$ cat src/rtl/touch_gesture_event_filter_unit_macros.svh
// Assertion macros shared by the touch gesture event filter RTL.
`ifndef TOUCH_GESTURE_EVENT_FILTER_UNIT_MACROS_SVH
`define TOUCH_GESTURE_EVENT_FILTER_UNIT_MACROS_SVH

`ifndef ASSERT_OFF

// Immediate implication, checked on every rising clock edge outside reset.
`define TGEF_ASSERT_IMPL(lbl, ante, cons, msg) \
	lbl: assert property (@(posedge clk) disable iff (!arst_n) (ante) |-> (cons)) \
		else $error(msg);

// Implication whose consequent is checked in the next clock cycle.
`define TGEF_ASSERT_NEXT(lbl, ante, cons, msg) \
	lbl: assert property (@(posedge clk) disable iff (!arst_n) (ante) |=> (cons)) \
		else $error(msg);

`else

`define TGEF_ASSERT_IMPL(lbl, ante, cons, msg)
`define TGEF_ASSERT_NEXT(lbl, ante, cons, msg)

`endif

`endif

$ cat src/rtl/tgef_pkg.sv
// Package for the touch gesture event filter: types, constants and decode functions.
`default_nettype none

package tgef_pkg;

	localparam int unsigned GBITS_W  = 13;
	localparam int unsigned INFO_W   = 16;
	localparam int unsigned ELAPSED_W = 16;
	localparam int unsigned CFG_W    = 16;

	// Reset values of the configuration registers
	localparam logic [ELAPSED_W-1:0] DUP_WINDOW_RESET   = 16'd120;
	localparam logic [GBITS_W-1:0]   LATCHED_MASK_RESET = 13'h1E18;

	// Info word flags
	localparam int unsigned INFO_ATI_ERR_BIT = 3;
	localparam int unsigned INFO_REATI_BIT   = 4;
	localparam int unsigned INFO_RESET_BIT   = 7;

	// Gesture bit groups
	localparam logic [GBITS_W-1:0] TAPHOLD_GROUP = 13'h000F;
	localparam logic [GBITS_W-1:0] SWIPE_GROUP   = 13'h01E0;
	localparam int unsigned        SWIPE_LSB     = 5;

	// Configuration register indexes
	typedef enum logic [0:0] {
		CFG_DUP_WINDOW   = 1'b0,
		CFG_LATCHED_MASK = 1'b1
	} cfg_index_t;

	// Item kinds on the input stream
	typedef enum logic [0:0] {
		KIND_FRAME = 1'b0,
		KIND_TICK  = 1'b1
	} kind_t;

	typedef enum logic [1:0] {
		FS_NORMAL    = 2'd0,
		FS_CHIP_RST  = 2'd1,
		FS_ATI_ERR   = 2'd2,
		FS_REATI     = 2'd3
	} frame_status_t;

	typedef enum logic [2:0] {
		EV_NONE   = 3'd0,
		EV_SINGLE = 3'd1,
		EV_DOUBLE = 3'd2,
		EV_TRIPLE = 3'd3,
		EV_HOLD   = 3'd4
	} discrete_event_t;

	// One result item
	typedef struct packed {
		frame_status_t       frame_status;
		discrete_event_t     discrete_event;
		logic                swipe_valid;
		logic [1:0]          swipe_dir;
		logic [GBITS_W-1:0]  extra_bits;
		logic                sleep_request;
		logic                reboot_request;
	} result_t;

	// Status of a frame from its info word; reset outranks ATI error, then re-ATI.
	function automatic frame_status_t frame_status_of(input logic [INFO_W-1:0] info);
		frame_status_t st;
		st = FS_NORMAL;
		if (info[INFO_RESET_BIT]) begin
			st = FS_CHIP_RST;
		end else if (info[INFO_ATI_ERR_BIT]) begin
			st = FS_ATI_ERR;
		end else if (info[INFO_REATI_BIT]) begin
			st = FS_REATI;
		end
		return st;
	endfunction

	// Prioritised tap/hold event: triple, double, single, then hold.
	function automatic discrete_event_t tap_event(input logic [GBITS_W-1:0] g);
		discrete_event_t ev;
		ev = EV_NONE;
		if (g[2]) begin
			ev = EV_TRIPLE;
		end else if (g[1]) begin
			ev = EV_DOUBLE;
		end else if (g[0]) begin
			ev = EV_SINGLE;
		end else if (g[3]) begin
			ev = EV_HOLD;
		end
		return ev;
	endfunction

endpackage

`default_nettype wire

$ cat src/rtl/touch_gesture_event_filter_unit.sv
// Touch gesture event filter: status screening, edge and duplicate filtering, gesture decode.
//
//  Channel    Direction  Payload
//  s_axis     in         tuser[0] kind; tdata[12:0] gesture_bits, [28:13] chip_info
//  m_axis     out        tuser[1:0] frame_status; tdata event, swipe, extra bits, requests
//  cfg        in         cfg_index 0 dup_window_ms, 1 latched_mask; cfg_wdata[15:0]
//
// One item per cycle is accepted while the input register can move on. An item is
// captured in an input register and decoded against the stored gesture bits and
// elapsed counter into the output register, which offers any result. The input register
// moves on whenever the output register is empty or being taken, which is the only stall.
// Asynchronous reset restores the configuration defaults, clears the previous
// gesture bits and saturates the elapsed counter; no clearing pass is needed.
`default_nettype none

`include "touch_gesture_event_filter_unit_macros.svh"

module touch_gesture_event_filter_unit
	import tgef_pkg::*;
(
	input  wire logic                clk,
	input  wire logic                arst_n,
	// Input stream
	input  wire logic                s_axis_tvalid,
	output logic                     s_axis_tready,
	input  wire logic [31:0]         s_axis_tdata,  // [12:0] gesture_bits, [28:13] chip_info
	input  wire logic [0:0]          s_axis_tuser,  // [0] kind
	// Result stream
	output logic                     m_axis_tvalid,
	input  wire logic                m_axis_tready,
	output logic [23:0]              m_axis_tdata,  // [2:0] discrete_event, [3] swipe_valid,
	                                                // [5:4] swipe_dir, [18:6] extra_bits,
	                                                // [19] sleep_request, [20] reboot_request
	output logic [1:0]               m_axis_tuser,  // [1:0] frame_status
	// Configuration writes
	input  wire logic                cfg_wr_en,
	input  wire logic [0:0]          cfg_index,
	input  wire logic [CFG_W-1:0]    cfg_wdata
);

	// Configuration registers
	logic [ELAPSED_W-1:0] dup_window_q;
	logic [GBITS_W-1:0]   latched_mask_q;

	// Stored filter state
	logic [GBITS_W-1:0]   prev_gbits_q;
	logic [ELAPSED_W-1:0] elapsed_q;

	// Input register
	logic                 valid_s1;
	kind_t                kind_s1;
	logic [GBITS_W-1:0]   gbits_s1;
	logic [INFO_W-1:0]    info_s1;

	// Output register
	logic                 out_valid_q;
	result_t              out_q;

	// Decode signals
	logic                 advance;
	logic                 frame_go;
	logic                 tick_go;
	frame_status_t        status;
	logic [GBITS_W-1:0]   latched;
	logic [GBITS_W-1:0]   pulse;
	logic [GBITS_W-1:0]   prev_pulse;
	logic                 dup_pulse;
	logic [GBITS_W-1:0]   fresh;
	discrete_event_t      ev;
	logic [3:0]           swipes;
	logic                 swipe_one;
	logic [1:0]           dir;
	logic [GBITS_W-1:0]   rest;
	result_t              res;
	logic                 res_valid;

	// The input stage moves on whenever the output register can take a result.
	assign advance       = !out_valid_q || m_axis_tready;
	assign s_axis_tready = !valid_s1 || advance;
	assign frame_go      = valid_s1 && advance && (kind_s1 == KIND_FRAME);
	assign tick_go       = valid_s1 && advance && (kind_s1 == KIND_TICK);

	// Frame decode against the stored state.
	always_comb begin
		status     = frame_status_of(info_s1);
		latched    = gbits_s1 & latched_mask_q;
		pulse      = gbits_s1 & ~latched_mask_q;
		prev_pulse = prev_gbits_q & ~latched_mask_q;
		dup_pulse  = (pulse != '0) && (pulse == prev_pulse) && (elapsed_q < dup_window_q);
		fresh      = (latched & ~prev_gbits_q) | (dup_pulse ? '0 : pulse);

		ev         = tap_event(fresh & TAPHOLD_GROUP);
		swipes     = fresh[SWIPE_LSB +: 4];
		swipe_one  = $onehot(swipes);
		dir        = 2'd0;
		if (swipe_one) begin
			for (int i = 0; i < 4; i++) begin
				if (swipes[i]) begin
					dir = 2'(i);
				end
			end
		end
		rest       = fresh & ~(TAPHOLD_GROUP | SWIPE_GROUP);

		res = '0;
		if (status != FS_NORMAL) begin
			res.frame_status = status;
		end else begin
			res.frame_status   = FS_NORMAL;
			res.discrete_event = ev;
			res.swipe_valid    = swipe_one;
			res.swipe_dir      = dir;
			res.extra_bits     = ((ev != EV_NONE) || swipe_one) ? rest : fresh;
			res.sleep_request  = (ev == EV_TRIPLE);
			res.reboot_request = (ev == EV_HOLD);
		end
		res_valid = frame_go && ((status != FS_NORMAL) || (fresh != '0));
	end

	// Configuration registers; the user must write them only while the block is idle, which the block does not enforce.
	always_ff @(posedge clk or negedge arst_n) begin
		if (!arst_n) begin
			dup_window_q   <= DUP_WINDOW_RESET;
			latched_mask_q <= LATCHED_MASK_RESET;
		end else if (cfg_wr_en) begin
			case (cfg_index_t'(cfg_index))
				CFG_DUP_WINDOW:   dup_window_q   <= cfg_wdata;
				CFG_LATCHED_MASK: latched_mask_q <= cfg_wdata[GBITS_W-1:0];
				default:          ;
			endcase
		end
	end

	// Input register.
	always_ff @(posedge clk or negedge arst_n) begin
		if (!arst_n) begin
			valid_s1 <= 1'b0;
		end else if (s_axis_tready) begin
			valid_s1 <= s_axis_tvalid;
		end
	end

	always_ff @(posedge clk) begin
		if (s_axis_tvalid && s_axis_tready) begin
			kind_s1  <= kind_t'(s_axis_tuser[0]);
			gbits_s1 <= s_axis_tdata[GBITS_W-1:0];
			info_s1  <= s_axis_tdata[GBITS_W +: INFO_W];
		end
	end

	// Filter state: previous gesture bits and the saturating elapsed counter.
	always_ff @(posedge clk or negedge arst_n) begin
		if (!arst_n) begin
			prev_gbits_q <= '0;
			elapsed_q    <= '1;
		end else if (tick_go) begin
			if (elapsed_q != '1) begin
				elapsed_q <= elapsed_q + 1'b1;
			end
		end else if (frame_go) begin
			if (status != FS_NORMAL) begin
				prev_gbits_q <= '0;
				elapsed_q    <= '1;
			end else begin
				prev_gbits_q <= gbits_s1;
				if (fresh != '0) begin
					elapsed_q <= '0;
				end
			end
		end
	end

	// Output register.
	always_ff @(posedge clk or negedge arst_n) begin
		if (!arst_n) begin
			out_valid_q <= 1'b0;
		end else if (advance) begin
			out_valid_q <= res_valid;
		end
	end

	always_ff @(posedge clk) begin
		if (advance && res_valid) begin
			out_q <= res;
		end
	end

	// Port packing
	assign m_axis_tvalid = out_valid_q;
	assign m_axis_tuser  = out_q.frame_status;
	assign m_axis_tdata  = {3'b000, out_q.reboot_request, out_q.sleep_request, out_q.extra_bits,
		out_q.swipe_dir, out_q.swipe_valid, out_q.discrete_event};

	// Assertions
	`TGEF_ASSERT_IMPL(a_status_payload_zero,
		out_valid_q && (out_q.frame_status != FS_NORMAL), m_axis_tdata == '0,
		"status result carries a gesture payload")
	`TGEF_ASSERT_IMPL(a_normal_not_empty,
		out_valid_q && (out_q.frame_status == FS_NORMAL),
		(out_q.discrete_event != EV_NONE) || out_q.swipe_valid || (out_q.extra_bits != '0),
		"normal result with nothing reported")
	`TGEF_ASSERT_IMPL(a_requests_match_event,
		out_valid_q,
		(out_q.sleep_request == (out_q.discrete_event == EV_TRIPLE)) &&
		(out_q.reboot_request == (out_q.discrete_event == EV_HOLD)),
		"request flags disagree with the decoded event")
	`TGEF_ASSERT_NEXT(a_status_clears_state,
		frame_go && (status != FS_NORMAL),
		(prev_gbits_q == '0) && (elapsed_q == '1),
		"status frame did not clear the filter state")
	`TGEF_ASSERT_NEXT(a_report_restarts_timer,
		res_valid && (status == FS_NORMAL), elapsed_q == '0,
		"reported frame did not restart the elapsed counter")

endmodule

`default_nettype wire

$ cat config.mk
export PLATFORM = sky130hd
export DESIGN_NAME = touch_gesture_event_filter_unit
export DESIGN_NICKNAME = d
export VERILOG_FILES = /design/src/rtl/tgef_pkg.sv /design/src/rtl/touch_gesture_event_filter_unit.sv
export VERILOG_INCLUDE_DIRS = /design/src /design/src/rtl
export SDC_FILE = /design/constraint.sdc
export NUM_CORES = 1
export LEC_CHECK = 0
export ABC_AREA = 1
export BUFFER_PORTS_ARGS = -buffer_cell sky130_fd_sc_hd__buf_2
export CAP_MARGIN = 10
export CORE_UTILIZATION = 57
export CTS_CLUSTER_SIZE = 40
export DETAILED_ROUTE_END_ITERATION = 6
export PLACE_DENSITY = 0.84
export SLEW_MARGIN = 10
export SYNTH_ARGS = -nofsm -noshare
export SYNTH_HDL_FRONTEND = slang
export SYNTH_SLANG_ARGS = --single-unit
export TNS_END_PERCENT = 30
$ cat constraint.sdc
create_clock -name clk -period 5 [get_ports clk]
set_input_delay 1 -clock clk [delete_from_list [all_inputs] [get_ports clk]]
set_output_delay 1 -clock clk [all_outputs]
set_load 0.005 [all_outputs]
==> impl_metrics.yaml, run 1 <==
timing:
  timing.fmax_mhz: 253
  setup_viol: 0
  min_period_ns: 3.95
  slew_viol_final: 0
  final.setup_skew_ns: 0.0191
  setup_tns_ns: 0
  slew_headroom_pct: 30.7
  rsz0062_at_grt: "no"
  fin_crit_sh_pct: 79.0
  tightest_slew_ns: 1.04
  final_hold_viol_count: 0
worst_setup_path:
  worstPathRequired_ns: 5.21
  path_class: "reg -> reg"
  crit_fanout: 7
  endpoint_kind: "flop"
  start_kind: "flop"
  crit_arrival_ns: 4.17
  worst-r2r-setup-slack_ns: 1.05
synthesis:
  synthFlopType: "edfxtp_1"
  netlist_instances: 666
  netlist_top_cells_area: "edfxtp_1 22%, dfrtp_1 16%, nand2_1 13%, dfstp_2 13%, inv_1 6.5%"
  syn_area_per_cell_um2: 8.14
  yosysMostFrequentCell: "nand2_1"
  synth_top_cell_by_area: "edfxtp_1"
  synth_top_area_share_pct: 22.2
  synthesis.area_um2: 5420
  synth.distinct_cells: 41
  ys_warn_count: 0
  ys_seq_area_share_pct: 50.5
  ys_async_sr_fraction_pct: 60.0
  synthTopCellsByCount: "185 x nand2_1, 94 x inv_1, 50 x nand3_1"
  synth-seq-cells: 100
  synth_edf_count: 40
clocking:
  post-cts-setup-buffers: 0
  numClockSinks: 100
  ctsHoldBuffers: 0
  numCtsBuffers: 9
  clk_pin_slew_ns: 0.09
  cts_resized: 0
  tritoncts: "yes"
  clockBufferDepth: 2
  worstSkewPairLatency_ns: 0.37
  htree_levels: 3
  clockRootBuffer: "clkbuf_8"
detailed_routing:
  wl_per_cell_um: 14.3
  drt-initial-drc-count: 254
  dr.pass1.iters: 5
  dr_wl_met2_um: 6060
  top_layer: "met4"
  wl_met1_um: 5340
  ant_nets: 0
  postRouteWirelength_um: 12400
  drc: 0
  vias_per_cell: 5.28
  met3_length_um: 609
  vias: 4577
die:
  dieWidth_um: 99.5
  core_area_um2: 9240
  die_h_um: 99.5
  rows: 35
  die_area_um2: 9910
  start_util_pct: 58.7
  num_io_pins: 83
placement:
  portBuffers: 63
  placed_cell_area_um2: 5860
  gp_congestion: 0.917
  dpl.hpwl_um: 9390
power:
  p_sw_share_pct: 33.7
  pwr-share-comb_pct: 25.0
  power_frac_clock_pct: 24.6
  ir_drop_mv: 0.198
  p_leak_uw: 0.00303
  p_seq_share_pct: 50.4
  p_int_uw: 1450
  power_density_nw_per_um2: 360
  p_switching_uw: 736
  power_uw: 2180
finish:
  antenna_cells: 0
  drive_above_1_share_pct: 19.6
  area_growth_pct: 11.8
  multi_input_area_um2: 2210
  design_area_um2: 6060
  fillCellCount: 779
  num-nets-final: 807
  seqCellArea_um2: 2740
run_status:
  outcome: "completed"
global_route:
  grt_pass1_vias: 4448
  grt.overflow.total: 0
  grt_antenna_before_repair: 0
  grt_start_max_net_pins: 50
  track_usage_pct: 27.2
  grt_pass1_wl_um: 20700
job:
  maxCapViolations: 0
worst_hold_path:
  hold_path_class: "reg -> reg"
critical path, cell delays in order, from the launching register on:
cell	delay, ns
dfstp_2	0.57
ha_1	0.25
nand2_1	0.08
nand2_1	0.11
a21oi_1	0.17
nand2_1	0.09
nor2_2	0.10
nand2_2	0.09
nor2_8	0.18
nand3_4	0.14
nand2_2	0.10
nand2_1	0.09
fa_1	0.48
ha_1	0.21
ha_1	0.28
or3b_2	0.48
nor2_1	0.16
inv_1	0.09
a21oi_1	0.13
metal layers:
metal | vias to the layer above | track usage [%]
met1 | 2138 | 34.7
met4 | 0 | 11.9
li1 | 2257 | -
met2 | 155 | 46.3
met3 | 27 | 4.01
met5 | - | 0
flip-flops by register name (all words and copies together) (netlist names):
name,flops
dup_window_q,16
gbits_s1,13
kind_s1,1
m_axis_tvalid,1
latched_mask_q,13
info_s1,3
m_axis_tuser,2
m_axis_tdata,21
elapsed_q,16
prev_gbits_q,13
valid_s1,1
worst paths after layout:
kind                                     end  cells after the start             from
max                          m_axis_tdata[4]                     18    elapsed_q[15]
min                          dup_window_q[1]                      2  dup_window_q[1]
max reg2reg                  m_axis_tdata[4]                     18    elapsed_q[15]
min reg2reg                  dup_window_q[1]                      2  dup_window_q[1]
max in group asynchronous  latched_mask_q[2]                      2           arst_n
min in group asynchronous      m_axis_tvalid                      1           arst_n
metrics by stage:
stage | std cells | hold slack (ns) | setup WS [ns] | utilization [%]
2_1_floorplan | 672 | 0.451 | 1.52 | -
6_report | 867 | 0.492 | 1.05 | 65.6
3_3_place_gp | 851 | 0.467 | 1.17 | 63.5
5_1_grt | 867 | 0.509 | 0.766 | 65.6
4_1_cts | 867 | 0.496 | 1.06 | 65.6
3_5_place_dp | 851 | 0.474 | 1.10 | 63.5
power by group through the flow:
stage               Combinational (uW)  Clock, uW  Sequential (uW)
floorplan                          400          0             1080
global placement                   510          0             1110
detailed placement                 540          0             1110
CTS                                544        545             1100
global route                       635        571             1120
finish                             545        536             1100
cell usage in the layout, fill, tap and decap left out, types with 9 or more instances in the layout:
cell and n:
buf_2 63, nand4_1 10, o21ai_0 47, ha_1 18
dfstp_2 26, edfxtp_1 40, nand2_1 185, inv_1 94
nor3_1 9, nand3_1 50, nor2_1 47, dfrtp_1 34
inv_2 18, clkbuf_8 10, a21oi_1 25
cells by family (layout without fill, tap and decap cells):
family,Yosys count,after routing,share of synthesized area [%]
AOI/OAI and AO/OA,84,84,8.10
xor gates and xnor gates,8,8,1.29
adders and majority gates,19,19,4.52
buffers and inverters,128,194,9.23
DFF,100,100,50.5
other,1,7,0.0692
and+or+nand+nor,326,326,26.3
area by class of cell:
type | instances | share of cell area (%)
multi-input cells | 444 | 36.4
repair buffers | 66 | 5.57
flip-flops and latches | 100 | 45.1
inverters | 112 | 6.93
well taps | 129 | 2.66
clock inverters | 5 | 0.970
clock buffers | 11 | 2.33
(Power assumes the default switching activity.)
==> run 2: changes to the inputs <==
Clock period 5 ns to 3.87 ns, I/O delays scaled along.
==> run 2 against run 1 <==
  * Clock skew down 0.0056 ns
  * Worst hold slack worse by 0.0075 ns
  * Non-clock buffer count up 10
  * Largest cell class unchanged
  * Count of clock-buffer cells in the layout down 1
  * Combinational power up 38%
  * Global-route usage down 0.37 points
  * Via count up 0.46%
  * Sequential share of layout area down 0.50 points
  * Largest power group unchanged
  * Die area unchanged
  * First-iteration DRC count up 24%
  * Worst setup slack worse by 0.76 ns
==> impl_metrics.yaml, run 2 (synthesis results as in run 1) <==
run_status:
  outcome: "completed"
die:
  core_area_um2: 9240
  start_util_pct: 58.7
  die_h_um: 99.5
  num_io_pins: 83
  die_area_um2: 9910
  dieWidth_um: 99.5
  rows: 35
timing:
  slew_headroom_pct: 35.9
  timing.fmax_mhz: 279
  tightest_slew_ns: 0.960
  rsz0062_at_grt: "no"
  setup_tns_ns: 0
  slew_viol_final: 0
  final.setup_skew_ns: 0.0135
  min_period_ns: 3.58
  setup_viol: 0
  fin_crit_sh_pct: 92.6
  final_hold_viol_count: 0
placement:
  portBuffers: 63
  gp_congestion: 0.922
  placed_cell_area_um2: 5920
  dpl.hpwl_um: 9560
worst_setup_path:
  worstPathCellList: "ha_1 -> nand2_1 -> nand2_2 -> a21oi_2 -> nand2_1 -> nor2_2 -> nand2_2 -> nor2_8 -> nand3_4 -> nand2_2 -> nand2_1 -> fa_1 -> ha_1 -> ha_1 -> or3b_4 -> nand4_1 -> a21oi_1"
  critPathBufInv: 0
  worstPathRequired_ns: 3.99
  crit_fanout: 4
  start_kind: "flop"
  crit_arrival_ns: 3.70
  path_class: "reg -> reg"
  cpMaxStageDelayCell: "dfstp_2"
  max_stage_delay_ns: 0.55
  path_delay_family: "simple AND/OR/NAND/NOR gates"
  endpoint_kind: "flop"
clocking:
  ctsHoldBuffers: 0
  clk_pin_slew_ns: 0.10
  clockRootBuffer: "clkbuf_8"
  numClockSinks: 100
  tritoncts: "yes"
  worstSkewPairLatency_ns: 0.37
  htree_levels: 3
  clockBufferDepth: 2
  numCtsBuffers: 9
power:
  p_seq_share_pct: 51.2
  p_leak_uw: 0.00308
  power_frac_clock_pct: 21.8
  pwr-share-comb_pct: 27.1
  p_switching_uw: 963
  ir_drop_mv: 0.259
  p_sw_share_pct: 34.8
  power_uw: 2770
  p_int_uw: 1810
  power_density_nw_per_um2: 452
finish:
  fillCellCount: 783
  multi_input_area_um2: 2230
  drive_above_1_share_pct: 21.5
  area_growth_pct: 13.1
  layout_common_cells: "182 x nand2_1, 94 x inv_1, 63 x buf_2, 50 x nand3_1, 47 x o21ai_0"
  layout_commonest_cell: "nand2_1"
  design_area_um2: 6130
  seqCellArea_um2: 2740
  largest_reg_flops: 21
  num-nets-final: 817
  antenna_cells: 0
global_route:
  grt_pass1_vias: 4252
  track_usage_pct: 26.9
  grt_antenna_before_repair: 0
  grt.overflow.total: 0
  grt_start_max_net_pins: 42
  grt_pass1_wl_um: 20400
detailed_routing:
  vias: 4598
  vias_per_cell: 5.24
  dr.pass1.iters: 5
  postRouteWirelength_um: 12400
  drt-initial-drc-count: 314
  drc: 0
  ant_nets: 0
  wl_per_cell_um: 14.2
job:
  maxCapViolations: 0
worst_hold_path:
  hold_path_class: "reg -> reg"
[run 2: path summary, 6_finish.rpt]
kind,startpoint,to,slack [ns],cells after the start
min in group asynchronous,arst_n,dup_window_q[15],0.52,1
max in group asynchronous,arst_n,elapsed_q[6],2.55,2
hold / removal,elapsed_q[9],elapsed_q[9],0.48,2
setup / recovery,elapsed_q[15],m_axis_tdata[11],0.29,17
hold reg to reg,elapsed_q[9],elapsed_q[9],0.48,2
setup reg to reg,elapsed_q[15],m_axis_tdata[11],0.29,17
[run 2: power by group through the flow]
stage	logic [uW]	registers, uW	clock network, uW
after floorplan	517	1400	0
after global placement	670	1430	0
after detailed placement	711	1440	0
after CTS	715	1420	608
after global routing	858	1440	654
final	750	1420	604
[run 2: layout make-up]
class,instances,share of cell area [%]
clock buffers,10,2.08
clock inverters,6,0.633
inverters,112,6.86
multi-input cells,444,36.4
flip-flops and latches,100,44.6
well taps,129,2.63
repair buffers,76,6.73
[run 2: per-layer routing]
metal  GRT usage (%)  vias up  routed length, um
met5               0        -                  0
met3            3.79       20                545
met2            46.2      147               6190
li1                -     2268                  -
met4            8.82        0                211
met1            35.2     2163               5500
[run 2: stage by stage]
| step | setup WS, ns | hold WS (ns) | util [%] | cells |
|---|---|---|---|---|
| after global placement | 0.161 | 0.468 | 64.0 | 858 |
| after detailed placement | 0.144 | 0.470 | 64.0 | 858 |
| after floorplan | 0.387 | 0.451 | - | 672 |
| after CTS | 0.103 | 0.483 | 65.8 | 874 |
| final | 0.288 | 0.485 | 66.4 | 877 |
| after global routing | 0.0740 | 0.496 | 66.4 | 877 |
[run 2: what timing repair did]
| action | 4_1_cts | 5_1_grt |
|---|---|---|
| setup endpoints to repair | 0 | 6 |
| setup buffers | 0 | 3 |
| gates resized for setup | 0 | 8 |
[run 2: worst reg2reg max path: cells and delay by family (launching register included)]
kind,cells,cell delay (ns)
AND/OR/NAND/NOR,11,1.40
adder cells (fa/ha/maj),4,1.20
AO/OA/AOI/OAI,2,0.17
flip-flops,1,0.55
